## src/rtl/ccs_pkg.sv

```systemverilog
package ccs_pkg;

  localparam int GRID_W     = 9;   // grid_width / grid_height registers
  localparam int DEC_W      = 7;
  localparam int THR_W      = 8;
  localparam int COORD_W    = 8;
  localparam int SUM_W      = 24;
  localparam int PEAK_W     = 8;
  localparam int TBL_DW     = 40;  // integral table entry
  localparam int ROW_SUM_W  = 32;
  localparam int RING_W     = 44;  // signed sum of eight corners
  localparam int S_DATA_W   = 56;
  localparam int M_DATA_W   = 8;
  localparam int CFG_IDX_W  = 2;
  localparam int CFG_DATA_W = 9;
  localparam int K_W        = 3;   // corner counter

  typedef enum logic [CFG_IDX_W-1:0] {
    CFG_GRID_WIDTH,
    CFG_GRID_HEIGHT,
    CFG_DECIMATION,
    CFG_THRESHOLD
  } cfg_index_t;

  typedef enum logic {
    OP_LOAD,
    OP_EVAL
  } op_t;

  typedef enum logic [2:0] {
    ST_IDLE,
    ST_LD_RD,
    ST_LD_WR,
    ST_EV_RD,
    ST_EV_AREA,
    ST_EV_MULA,
    ST_EV_MULB,
    ST_EV_CMP
  } state_t;

  typedef struct packed {
    logic           ld_capture;
    logic           ev_capture;
    logic           ld_rd;
    logic           ld_wr;
    logic           ev_rd;
    logic [K_W-1:0] k;
    logic           area_en;
    logic           mula_en;
    logic           mulb_en;
    logic           out_load;
  } cmd_t;

  typedef struct packed {
    logic out_busy;
  } status_t;

  // corner k: bit0 picks y0, bit1 picks x0, bit2 guard window
  function automatic logic corner_neg(logic [K_W-1:0] k);
    return ^k;
  endfunction

endpackage

```

## src/rtl/ccs_ctrl.sv

```systemverilog
module ccs_ctrl (
  input  logic             clk,
  input  logic             rst,
  input  logic             s_tvalid,
  input  logic             s_tuser,
  output logic             s_tready,
  output ccs_pkg::cmd_t    cmd,
  input  ccs_pkg::status_t status
);
  import ccs_pkg::*;

  state_t         state, state_next;
  logic [K_W-1:0] k, k_next;
  logic           accept;

  assign accept = s_tvalid && (state == ST_IDLE);

  always_ff @(posedge clk) begin
    if (rst) begin
      state <= ST_IDLE;
      k     <= '0;
    end else begin
      state <= state_next;
      k     <= k_next;
    end
  end

  always_comb begin
    state_next = state;
    k_next     = '0;
    unique case (state)
      ST_IDLE: begin
        if (s_tvalid) begin
          state_next = (op_t'(s_tuser) == OP_EVAL) ? ST_EV_RD : ST_LD_RD;
        end
      end
      ST_LD_RD:   state_next = ST_LD_WR;
      ST_LD_WR:   state_next = ST_IDLE;
      ST_EV_RD: begin
        k_next = k + 1'b1;
        if (k == '1) begin
          state_next = ST_EV_AREA;
        end
      end
      ST_EV_AREA: state_next = ST_EV_MULA;
      ST_EV_MULA: state_next = ST_EV_MULB;
      ST_EV_MULB: state_next = ST_EV_CMP;
      ST_EV_CMP: begin
        if (!status.out_busy) begin
          state_next = ST_IDLE;
        end
      end
      default:    state_next = ST_IDLE;
    endcase
  end

  always_comb begin
    s_tready       = (state == ST_IDLE);
    cmd            = '0;
    cmd.k          = k;
    cmd.ld_capture = accept && (op_t'(s_tuser) == OP_LOAD);
    cmd.ev_capture = accept && (op_t'(s_tuser) == OP_EVAL);
    unique case (state)
      ST_LD_RD:   cmd.ld_rd    = 1'b1;
      ST_LD_WR:   cmd.ld_wr    = 1'b1;
      ST_EV_RD:   cmd.ev_rd    = 1'b1;
      ST_EV_AREA: cmd.area_en  = 1'b1;
      ST_EV_MULA: cmd.mula_en  = 1'b1;
      ST_EV_MULB: cmd.mulb_en  = 1'b1;
      ST_EV_CMP:  cmd.out_load = !status.out_busy;
      default: ;
    endcase
  end

endmodule

```

## config.mk

```make
export PLATFORM = sky130hd
export DESIGN_NAME = ccs_ctrl
export DESIGN_NICKNAME = d
export VERILOG_FILES = /design/src/rtl/ccs_pkg.sv /design/src/rtl/ccs_ctrl.sv
export SDC_FILE = /design/constraint.sdc
export NUM_CORES = 1
export LEC_CHECK = 0
export BUFFER_PORTS_ARGS = -buffer_cell sky130_fd_sc_hd__buf_4
export CORE_AREA = 2 2 39 41
export DETAILED_ROUTE_END_ITERATION = 12
export DIE_AREA = 0 0 41 43
export GPL_ROUTABILITY_DRIVEN = 1
export GPL_TIMING_DRIVEN = 0
export PLACE_DENSITY = 0.67
export SLEW_MARGIN = 20
export SYNTH_ARGS = -nofsm -noshare
export SYNTH_HDL_FRONTEND = slang
export SYNTH_SLANG_ARGS = --single-unit
```

## constraint.sdc

```tcl
create_clock -name clk -period 1.3 [get_ports clk]
set_input_delay 0 -clock clk [delete_from_list [all_inputs] [get_ports clk]]
set_output_delay 0 -clock clk [all_outputs]
set_load 0.02 [all_outputs]
```

* After elaboration in Yosys (flattened, before gate mapping)
Cells that the tools add are included.
** Word-level totals
- Register bits after elaboration :: 6
- Bits of input ports :: 5
- Output and inout bits :: 13
- Word-level logic and storage cells :: 35
** Cells by class
- Add/subtract/negate cells :: 1
- Equal/unequal tests :: 11
- Mux-type cells :: 12
- Bitwise gates (word level) :: 2
- Reductions and logical operators :: 7
** Operators by type and width (count)
- $pmux 3 s8 :: 1
- $eq 3x3->1 const B :: 5
- $mux 3 :: 3
- $mux 1 :: 7
- $eq 3x2->1 const B :: 2
- $ne 2x2->1 const B :: 3
- $add 3x1->3 const B :: 1
- $eq 3x1->1 const B :: 1
- $logic_and 1x1->1 :: 3
- $logic_not 3->1 :: 1
- $reduce_and 3->1 :: 1
- $mux 2 :: 1
- $not 1->1 :: 2
- $reduce_or 2->1 :: 1
- $logic_not 1->1 :: 1

* Longest topological paths before layout
Gate-level depths: netlist of run 1.
- Word-level depth :: 3
- Mapped depth :: 5
- Depth with buffers taken out :: 5

* Worst setup path after synthesis of run 1
Ideal clock, no wire load.
- Path kind :: register to register
- Start :: register k[0]
- End :: register state[1]
- Setup time :: 0.086 ns
- Data arrival time :: 1.142 ns
- Slack :: 0.072 ns
- Cell stages (with the launch flop) :: 6
- Path buffers :: 0
- Path through :: dfxtp_1 ha_1 ha_1 nor2_1 a32oi_1 a221oi_2
** Between the ends
- Cells in the longest elaborated chain, start to end :: 3
** RTL lines
- start, declared :: RTL line ccs_ctrl.sv:13 : logic [K_W-1:0] k, k_next;
- start signal, assigned :: RTL line ccs_ctrl.sv:24 : k <= k_next;
- $eq 3x3->1 :: RTL line ccs_ctrl.sv:41 : if (k == '1) begin
- $ne 2x2->1 (no line)
- $reduce_and 3->1 (no line)
- end signal, assigned :: RTL line ccs_ctrl.sv:23 : state <= state_next;
- end, declared :: RTL line ccs_ctrl.sv:12 : state_t state, state_next;
Every way passes these cells.
A chain may end at the register's enable or synchronous reset.

* Worst setup path after layout of run 1
Same ends and word-level chain as after synthesis.

==> summary.txt, run 1 <==
GRT
  • GRT Max-Usage Layer: met2
  • Vias in the first global route: 299
  • Grt met1 use: 0.1327
  • Number of antenna violations at the first check in global routing: 0
  • GR met2 Demand/Resource: 0.1344
  • Global-route wire length before repair: between 1000 and 1500 microns
  • Final global-route overflow total: 0
  • Largest net degree at the start of global routing: 11
  • GR Util All Layers: 0.1026
  • Met3 Resource Use GR: 0.04712

Synthesis
  • Top cell type's share of synthesized area: 0.3057
  • Synth Instances: 42
  • Largest area contributor in the netlist: dfxtp_1
  • Most instantiated library cell after synthesis: dfxtp_1
  • Yosys reg bits: 6
  • Top cells by count, synth: 6 x dfxtp_1, 4 x nor3b_1, 3 x and3b_2
  • Post-synth ARST share: 0
  • Cell area after synthesis: roughly 400 sq um
  • Seq/Total Area, Yosys: 0.3057
  • Yosys cell types: 23
  • Main synth FF type: dfxtp_1
  • Cells taking the most area after synthesis: dfxtp_1 31%, and3b_2 7.6%, nor3b_1 7.6%, ha_1 6.4%, buf_6 5.7%
  • Syn nets: between 40 and 50
  • Syn_area_per_cell: ~9.4 sq um
  • Syn. warnings: 0
  • EDFF count, synth: 0

Final layout
  • Share of post-route cells with drive strength above 1: 0.5556
  • Number of diodes: 0
  • Post-route cell area: 589.3 sq um
  • Finished Layout Cells: 79
  • FILL cells: roughly 150
  • Number of nets in the layout: 72
  • Area Growth Syn to Fin: 50.00%

Floorplanning
  • IO Pins: 18
  • Total Die Area: approximately 1800 sq um
  • Die Y: about 43 microns
  • Die W: roughly 41 microns
  • Starting density of the core: 0.2839
  • Core area: around 1400 sq um
  • # rows: 14

Timing
  • Relative slew margins: 0.8166
  • RSZ-0062 raised after global routing: true
  • Slew @ Worst Pin: 273.7 ps
  • Worst Skew: roughly 6.6 ps
  • Fmax: between 800 and 900 MHz
  • Period minus WS final: between 1000 and 1500 ps
  • Final hold viol count: 0
  • Max-slew violations: 0
  • Final Hold Slack: about 27 ps
  • Final setup fails: 0
  • Post-route clock period utilization: 0.9389

Setup path
  • Worst R2R End: state[1]$_SDFFE_PP0P_
  • Crit path DAT: approximately 1400 ps
  • Critical-path cell list: ha_1 -> ha_2 -> nor2_4 -> a32oi_1 -> a221oi_2
  • Register-to-Register Path Depth: 5
  • CP top delay family: adder cells
  • Crit end category: register
  • CP Class: reg -> reg
  • Slowest stage delay, CP: around 320 ps
  • Critical Path Fanout Max: 3
  • Worst EP required: between 1000 and 1500 ps
  • Crit-path slowest cell: dfxtp_1
  • Reg-to-reg setup timing slack: just under 80 ps
  • Reg-to-Reg Start: k[0]$_SDFF_PP0_
  • CP startpoint kind: register
  • Buf+Inv Stages, Crit Path: 0

Clock tree
  • Root Driver: clkbuf_4
  • Worst-Skew Late Latency: ~250 ps
  • Clock buffer depth: 2
  • CTS tree: built
  • Cts bufs inserted: 3
  • Reg clk slew, reported paths: around 50 ps
  • Clk sinks: 6
  • CTS HTree Levels: 1

Run
  • Max-cap violations: 0

Place
  • Post-Place Cells: 75
  • Post-DP Area: 540.5 sq um
  • PortBufs: 17
  • Placer Congestion: ~0.67
  • DP HPWL: between 600 and 700 microns

Power and ir drop
  • Max IR drop VDD: around 0.57 mV
  • Static leakage: 0.2788 nW
  • Power Dens Cells: around 860 nW/um^2

Routing
  • Initial DRT Pass Iterations: 2
  • DRC viols: 0
  • Avg Vias per Cell: about 4.8
  • Starting DRT DRC Count: 4
  • Routed Antenna Nets: 0
  • Vias after detailed routing: between 300 and 400
  • Post-Route WL: roughly 830 microns
  • Routed len/inst: about 11 microns

Hold path
  • HP Class: in -> reg
  • Min-Delay Path Depth: 3
  • Hold path start: s_tvalid
  • Hold path endpoint: state[1]$_SDFFE_PP0P_

Run status
  • Status: finished, final reports clean
[metrics by stage]
stage                 util  power [mW]  setup slack, ps  setup TNS [ps]
global placement    0.3906      0.3322            64.29               0
finish              0.4259      0.5041            79.44               0
global route        0.4259      0.5322           -1.119          -2.214
CTS                 0.4141      0.5135            7.996               0
detailed placement  0.3906      0.3339            71.51               0
floorplan                -      0.2847            71.90               0
[cell type report]
cell class | count | area (sq um) | area share
buffer | 3 | 30.03 | 0.05096
clock buffer | 3 | 22.52 | 0.03822
tap | 16 | 20.02 | 0.03397
multi-input combinational | 32 | 254.0 | 0.4310
sequential | 6 | 121.4 | 0.2059
inverter | 1 | 3.754 | 0.006369
timing repair buffer | 18 | 137.6 | 0.2335
[how the worst max path moves through the flow]
stage / startpoint / endpoint / slack (ps) / cells after the start
finish: k[0]$_SDFF_PP0_ / state[1]$_SDFFE_PP0P_ / 80 / 5
CTS: state[2]$_SDFFE_PP0P_ / cmd[0] / 8 / 3
detailed placement: k[0]$_SDFF_PP0_ / state[1]$_SDFFE_PP0P_ / 70 / 5
floorplan: k[0]$_SDFF_PP0_ / state[1]$_SDFFE_PP0P_ / 70 / 5
global route: k[0]$_SDFF_PP0_ / state[1]$_SDFFE_PP0P_ / -1 / 5
global placement: k[0]$_SDFF_PP0_ / state[1]$_SDFFE_PP0P_ / 60 / 5
[power by group]
group	total, mW	internal (mW)	switching (mW)
Sequential	0.199	0.191	0.00785
Combinational	0.134	0.0660	0.0677
Clock	0.171	0.104	0.0668
[state kept, by name, indices dropped and copies added (netlist names)]
name,cells
state,3
k,3
[cell usage in the layout, fill, tap and decap left out]
master         synthesis  layout
nor4_1                 1       1
and2_1                 2       2
a32oi_1                1       1
nand2b_1               1       1
o21ai_1                1       1
a21oi_1                2       2
dlygate4sd3_1          0       1
nand2_1                2       2
nor3b_2                0       1
and3b_2                3       3
nand2_2                1       1
nor2_4                 0       1
clkbuf_4               0       3
a31oi_1                1       1
dfxtp_2                0       1
inv_1                  1       1
buf_6                  2       2
dfxtp_1                6       5
a221oi_2               1       1
ha_1                   2       1
buf_4                  1      18
and3_1                 2       2
nor3b_1                4       3
and2b_2                1       1
ha_2                   0       1
o21bai_1               2       2
nor3_2                 2       2
nor2_1                 2       1
nor2b_1                1       1
[cells by family (layout without fill, tap and decap cells)]
kind of cell | Yosys count | after routing | synth area share
AO/OA/AOI/OAI | 8 | 8 | 0.1528
adder cells (fa/ha/maj) | 2 | 2 | 0.06368
buffers and inverters | 4 | 25 | 0.08598
flip-flops | 6 | 6 | 0.3057
AND/OR/NAND/NOR | 22 | 22 | 0.3918
[routing by layer]
layer / up-vias / part of all wire
li1: 193 / -
met2: 14 / 0.45
met1: 171 / 0.45
met3: 0 / 0.090
met5: - / 0
met4: 0 / 0
[worst register-to-register path, cell delays in order, from the launching register on]
cell and delay (ps):
dfxtp_1 320, ha_1 200, ha_2 190, nor2_4 110, a32oi_1 70, a221oi_2 230
[repair_timing]
| item | CTS | global route |
|---|---|---|
| setup endpoints to repair | 0 | 4 |
| hold endpoints to repair | 4 | 0 |
| hold buffers | 1 | 0 |
| setup buffers | 0 | 0 |
| gates resized for setup | 0 | 5 |
No activity file was read; power rests on OpenSTA's default activity.
==> run 2, diff against run 1 <==
--- a/config.mk
+++ b/config.mk
@@ -11,6 +11,7 @@
 export DIE_AREA = 0 0 41 43
 export GPL_ROUTABILITY_DRIVEN = 1
 export GPL_TIMING_DRIVEN = 0
+export HOLD_SLACK_MARGIN = 0.05
 export PLACE_DENSITY = 0.67
 export SLEW_MARGIN = 20
 export SYNTH_ARGS = -nofsm -noshare
==> run 2 against run 1 <==
Clock-buffer cell count unchanged. Sequential share of layout area down 0.34 points. Setup slack unchanged. Via count up 0.79%. Global-route usage up 0.20 points. Cell count up 1.3%. First-iteration DRC count unchanged. Combinational power about the same. Register-to-register slack about the same. Sequential cell count unchanged.
==> summary.txt, run 2 (synthesis results as in run 1) <==
Run status
  • Status: finished, final reports clean

Timing
  • PnR worst setup slack: 79.44 ps
  • Fmax: ~800 MHz
  • Slew @ Worst Pin: roughly 270 ps
  • RSZ-0062 raised after global routing: true
  • Setup_tns: 0 ps
  • Max-slew violations: 0
  • Relative slew margins: 0.8166
  • Final setup fails: 0
  • Period minus WS final: 1221 ps
  • Worst Skew: about 6.6 ps
  • Post-route clock period utilization: 0.9389
  • Final hold viol count: 0

Routing
  • Starting DRT DRC Count: 4
  • DRC viols: 0
  • Initial DRT Pass Iterations: 2
  • Post-Route WL: 849 microns
  • Routed Antenna Nets: 0
  • Vias after detailed routing: between 300 and 400
  • Avg Vias per Cell: 4.763
  • Routed len/inst: 10.61 microns

GRT
  • Final global-route overflow total: 0
  • Vias in the first global route: 309
  • Number of antenna violations at the first check in global routing: 0
  • Largest net degree at the start of global routing: 11
  • Global-route wire length before repair: 1242 microns
  • GR Util All Layers: 0.1046

Setup path
  • Crit path DAT: roughly 1400 ps
  • Worst R2R End: state[1]$_SDFFE_PP0P_
  • CP startpoint kind: register
  • CP Class: reg -> reg
  • Critical Path Fanout Max: 3
  • Reg-to-reg setup timing slack: approximately 79 ps
  • Worst EP required: ~1500 ps
  • Register-to-Register Path Depth: 5
  • Crit end category: register
  • Reg-to-Reg Start: k[0]$_SDFF_PP0_

Final layout
  • Number of diodes: 0
  • Finished Layout Cells: 80
  • Area occupied by multi-input gates: around 250 sq um
  • Share of post-route cells with drive strength above 1: 0.5469
  • Number of nets in the layout: 73
  • Most frequent cells in the layout: 18 x buf_4, 5 x dfxtp_1, 3 x and3b_2, 3 x nor3b_1, 3 x clkbuf_4
  • Most common cell after layout, fill and taps aside: buf_4
  • Area Growth Syn to Fin: 52.55%
  • Register Area: about 120 sq um
  • FILL cells: 146
  • Top flop regs: k (3), state (3)

Power and ir drop
  • Power Dens Cells: about 850 nW/um^2
  • Max IR drop VDD: 0.5723 mV
  • Static leakage: 0.2830 nW
  • Total power: just over 500 uW

Hold path
  • Min-Delay Path Depth: 3
  • HP Class: in -> reg
  • Hold path endpoint: state[2]$_SDFFE_PP0P_
  • Hold path start: status

Floorplanning
  • IO Pins: 18
  • Die Y: 43 microns
  • Die W: between 40 and 50 microns
  • Starting density of the core: 0.2839
  • Total Die Area: ~1800 sq um
  • Core area: between 1000 and 1500 sq um
  • # rows: 14

Place
  • PortBufs: 17
  • Dpl ws: between 70 and 80 ps
  • Placer Congestion: 0.6696
  • Post-Place Cells: between 70 and 80
  • DP HPWL: 603.3 microns

Clock tree
  • CTS tree: built
  • Reg clk slew, reported paths: 50 ps
  • Root Driver: clkbuf_4
  • CTS HTree Levels: 1
  • Clk sinks: 6
  • Clock buffer depth: 2
  • Cts bufs inserted: 3
  • Worst-Skew Late Latency: ~250 ps

Run
  • Max-cap violations: 0
-- run 2: timing repair --
action	in CTS	in global routing
hold endpoints to repair	4	0
buffers inserted	0	0
resized for setup	0	5
hold buffers	2	0
setup endpoints to repair	0	4
-- run 2: how the worst max path moves through the flow --
stage,start,endpoint,depth (start not counted)
floorplan,k[0]$_SDFF_PP0_,state[1]$_SDFFE_PP0P_,5
global placement,k[0]$_SDFF_PP0_,state[1]$_SDFFE_PP0P_,5
detailed placement,k[0]$_SDFF_PP0_,state[1]$_SDFFE_PP0P_,5
CTS,state[2]$_SDFFE_PP0P_,cmd[0],3
global route,k[0]$_SDFF_PP0_,state[1]$_SDFFE_PP0P_,5
finish,k[0]$_SDFF_PP0_,state[1]$_SDFFE_PP0P_,5
-- run 2: area by class of cell --
type / count / area share
well taps: 16 / 0.03340
plain buffers: 3 / 0.05010
flip-flops and latches: 6 / 0.2025
inverters: 1 / 0.006263
repair buffers: 19 / 0.2463
multi-input cells: 32 / 0.4238
clock buffers: 3 / 0.03758
-- run 2: worst max-delay path, stage by stage (launching register included) --
cell and delay (ps):
dfxtp_1 320, ha_1 200, ha_2 190, nor2_4 110
a32oi_1 70, a221oi_2 230
-- run 2: routing by layer --
layer	track usage	vias to the layer above	part of all wire
li1	-	195	-
met2	0.1406	14	0.46
met1	0.1327	172	0.45
met5	0	-	0
met4	0.06000	0	0
met3	0.04712	0	0.087
-- run 2: metrics by stage --
stage,instance area (sq um),util,hold slack [ps]
final,599.3,0.4331,108.2
after global placement,540.5,0.3906,212.7
after CTS,583.1,0.4213,97.67
after floorplan,392.9,-,66.25
after global routing,599.3,0.4331,128.7
after detailed placement,540.5,0.3906,214.1
-- run 2: where the power goes --
part | leakage (nW) | internal (mW) | switching [mW] | total (mW)
Sequential | 0.0493 | 0.191 | 0.00785 | 0.199
Clock | 0.0138 | 0.104 | 0.0668 | 0.171
Combinational | 0.220 | 0.0679 | 0.0683 | 0.136
==> run 3, diff against run 2 <==
--- a/config.mk
+++ b/config.mk
@@ -6,13 +6,16 @@
 export NUM_CORES = 1
 export LEC_CHECK = 0
 export BUFFER_PORTS_ARGS = -buffer_cell sky130_fd_sc_hd__buf_4
-export CORE_AREA = 2 2 39 41
+export CELL_PAD_IN_SITES_DETAIL_PLACEMENT = 0
+export CELL_PAD_IN_SITES_GLOBAL_PLACEMENT = 1
+export CORE_MARGIN = 1
+export CORE_UTILIZATION = 30
 export DETAILED_ROUTE_END_ITERATION = 12
-export DIE_AREA = 0 0 41 43
 export GPL_ROUTABILITY_DRIVEN = 1
 export GPL_TIMING_DRIVEN = 0
 export HOLD_SLACK_MARGIN = 0.05
-export PLACE_DENSITY = 0.67
+export PLACE_DENSITY = 0.84
+export SKIP_LAST_GASP = 1
 export SLEW_MARGIN = 20
 export SYNTH_ARGS = -nofsm -noshare
 export SYNTH_HDL_FRONTEND = slang
==> run 3 against run 2 <==
Sequential share of layout area is 0.52 points higher. Combinational power hardly changed. Clock-buffer cell count stayed put. Die area is 17% lower. Sequential cell count stayed put. First-iteration DRC count is 25% lower. Register-to-register slack hardly changed. Critical path type is now reg -> out. Critical endpoint is now cmd[0]. Largest power group unchanged. Highest routed layer unchanged.
==> summary.txt, run 3 (synthesis results as in run 1) <==
Place
  • Post-Place Cells: 73
  • Post-DP Area: between 500 and 600 sq um
  • DP HPWL: ~570 microns
  • Placer Congestion: around 0.78
  • PortBufs: 17

Routing
  • Post-Route WL: 792 microns
  • Initial DRT Pass Iterations: 3
  • DRC viols: 0
  • Vias after detailed routing: about 370
  • Starting DRT DRC Count: 3
  • Avg Vias per Cell: 4.718
  • Routed len/inst: about 10 microns
  • Routed Antenna Nets: 0

Floorplanning
  • Die W: ~38 microns
  • Die Y: between 30 and 40 microns
  • Total Die Area: approximately 1500 sq um
  • Core area: between 1000 and 1500 sq um
  • # rows: 12
  • IO Pins: 18
  • Starting density of the core: 0.3398

Final layout
  • Finished Layout Cells: a little under 80
  • Register Area: roughly 120 sq um
  • FILL cells: 123
  • Number of diodes: 0
  • Post-route cell area: between 500 and 600 sq um
  • Area occupied by multi-input gates: 241.5 sq um
  • Most common cell after layout, fill and taps aside: buf_4
  • Number of nets in the layout: 73
  • Share of post-route cells with drive strength above 1: 0.5156
  • Top flop regs: k (3), state (3)
  • Most frequent cells in the layout: 18 x buf_4, 5 x dfxtp_1, 4 x nor3b_1
  • Area Growth Syn to Fin: 48.73%

Clock tree
  • Cts bufs inserted: 3
  • Clock buffer depth: 2
  • Clk sinks: 6
  • Root Driver: clkbuf_4
  • Reg clk slew, reported paths: ~50 ps
  • CTS HTree Levels: 1
  • Setup Buffers After CTS: 0
  • Worst-Skew Late Latency: about 240 ps
  • CTS tree: built

Timing
  • RSZ-0062 raised after global routing: true
  • Slew @ Worst Pin: approximately 290 ps
  • Fmax: about 800 MHz
  • Final hold viol count: 0
  • Final Hold Slack: a little over 90 ps
  • Final setup fails: 0
  • Relative slew margins: 0.8076
  • Post-route clock period utilization: 0.9379
  • Max-slew violations: 0
  • Worst Skew: approximately 2.6 ps
  • Period minus WS final: ~1200 ps

Setup path
  • Worst EP required: approximately 1300 ps
  • Register-to-Register Path Depth: 5
  • Worst R2R End: state[1]$_SDFFE_PP0P_
  • Reg-to-Reg Start: k[0]$_SDFF_PP0_
  • Reg-to-reg setup timing slack: roughly 90 ps
  • Crit path DAT: roughly 1200 ps
  • CP Class: reg -> out
  • Critical Path Fanout Max: 10
  • CP startpoint kind: register
  • Crit end category: primary output

Power and ir drop
  • Max IR drop VDD: 0.4113 mV
  • Static leakage: 0.2838 nW
  • Power Dens Cells: approximately 860 nW/um^2

Run
  • Max-cap violations: 0

GRT
  • Largest net degree at the start of global routing: 11
  • Number of antenna violations at the first check in global routing: 0
  • Global-route wire length before repair: around 1100 microns
  • Final global-route overflow total: 0
  • Vias in the first global route: ~270
  • GR Util All Layers: 0.1160

Run status
  • Status: finished, final reports clean

Hold path
  • Hold path endpoint: state[2]$_SDFFE_PP0P_
  • Hold path start: status
  • Min-Delay Path Depth: 3
  • HP Class: in -> reg
[run 3: cell count changes in the layout (fill, tap and decap cells not counted)]
cell     change
ha_1         +1
ha_2         -1
nor2_2       +1
nor2_4       -1
nor3b_1      +1
nor3b_2      -1
[run 3: area by class of cell]
cell class | instances | share of cell area
Tap cell | 14 | 0.02998
Inverter | 1 | 0.006424
Sequential cell | 6 | 0.2077
Buffer | 3 | 0.05139
Multi-Input combinational cell | 32 | 0.4133
Clock buffer | 3 | 0.03854
Timing Repair Buffer | 19 | 0.2527
[run 3: how the worst max path moves through the flow]
| stage | startpoint | to | slack [ps] | cells after the start |
|---|---|---|---|---|
| 5_1_grt | state[0]$_SDFFE_PP0P_ | cmd[0] | -30 | 4 |
| 6_report | state[0]$_SDFFE_PP0P_ | cmd[0] | 80 | 4 |
| 4_1_cts | state[2]$_SDFFE_PP0P_ | cmd[0] | 30 | 3 |
| 2_1_floorplan | k[0]$_SDFF_PP0_ | state[1]$_SDFFE_PP0P_ | 70 | 5 |
| 3_3_place_gp | k[0]$_SDFF_PP0_ | state[1]$_SDFFE_PP0P_ | 70 | 5 |
| 3_5_place_dp | k[0]$_SDFF_PP0_ | state[1]$_SDFFE_PP0P_ | 70 | 5 |
[run 3: worst max-delay path, cell delays in order (launching register included)]
cell and delay [ps]:
dfxtp_1 390, buf_6 160, nand2_2 80, nor3b_1 180, buf_4 170
[run 3: metrics by stage]
stage,util,setup TNS (ps),total power [mW],worst slack [ps]
after detailed placement,0.4654,0,0.3327,70.49
after floorplan,-,0,0.2847,71.90
final,0.5054,0,0.5050,80.73
after global placement,0.4654,0,0.3327,67.23
after global routing,0.5054,-33.60,0.5377,-33.60
after CTS,0.5022,0,0.5142,34.56
[run 3: timing repair]
| item | CTS | global route |
|---|---|---|
| hold buffers | 2 | 0 |
| setup endpoints to repair | 0 | 3 |
| hold endpoints to repair | 4 | 0 |
| resized for setup | 0 | 2 |
[run 3: power breakdown]
part	internal (mW)	switching, mW	total (mW)
sequential	0.191	0.00783	0.199
combinational	0.0679	0.0668	0.135
clock	0.104	0.0667	0.171
[run 3: layer usage]
metal	GRT usage	vias to the layer above	wire length, microns
met5	0	-	0
met4	0.08036	0	0
met3	0.03488	0	47
met2	0.1653	11	337
met1	0.1470	160	407
li1	-	197	-
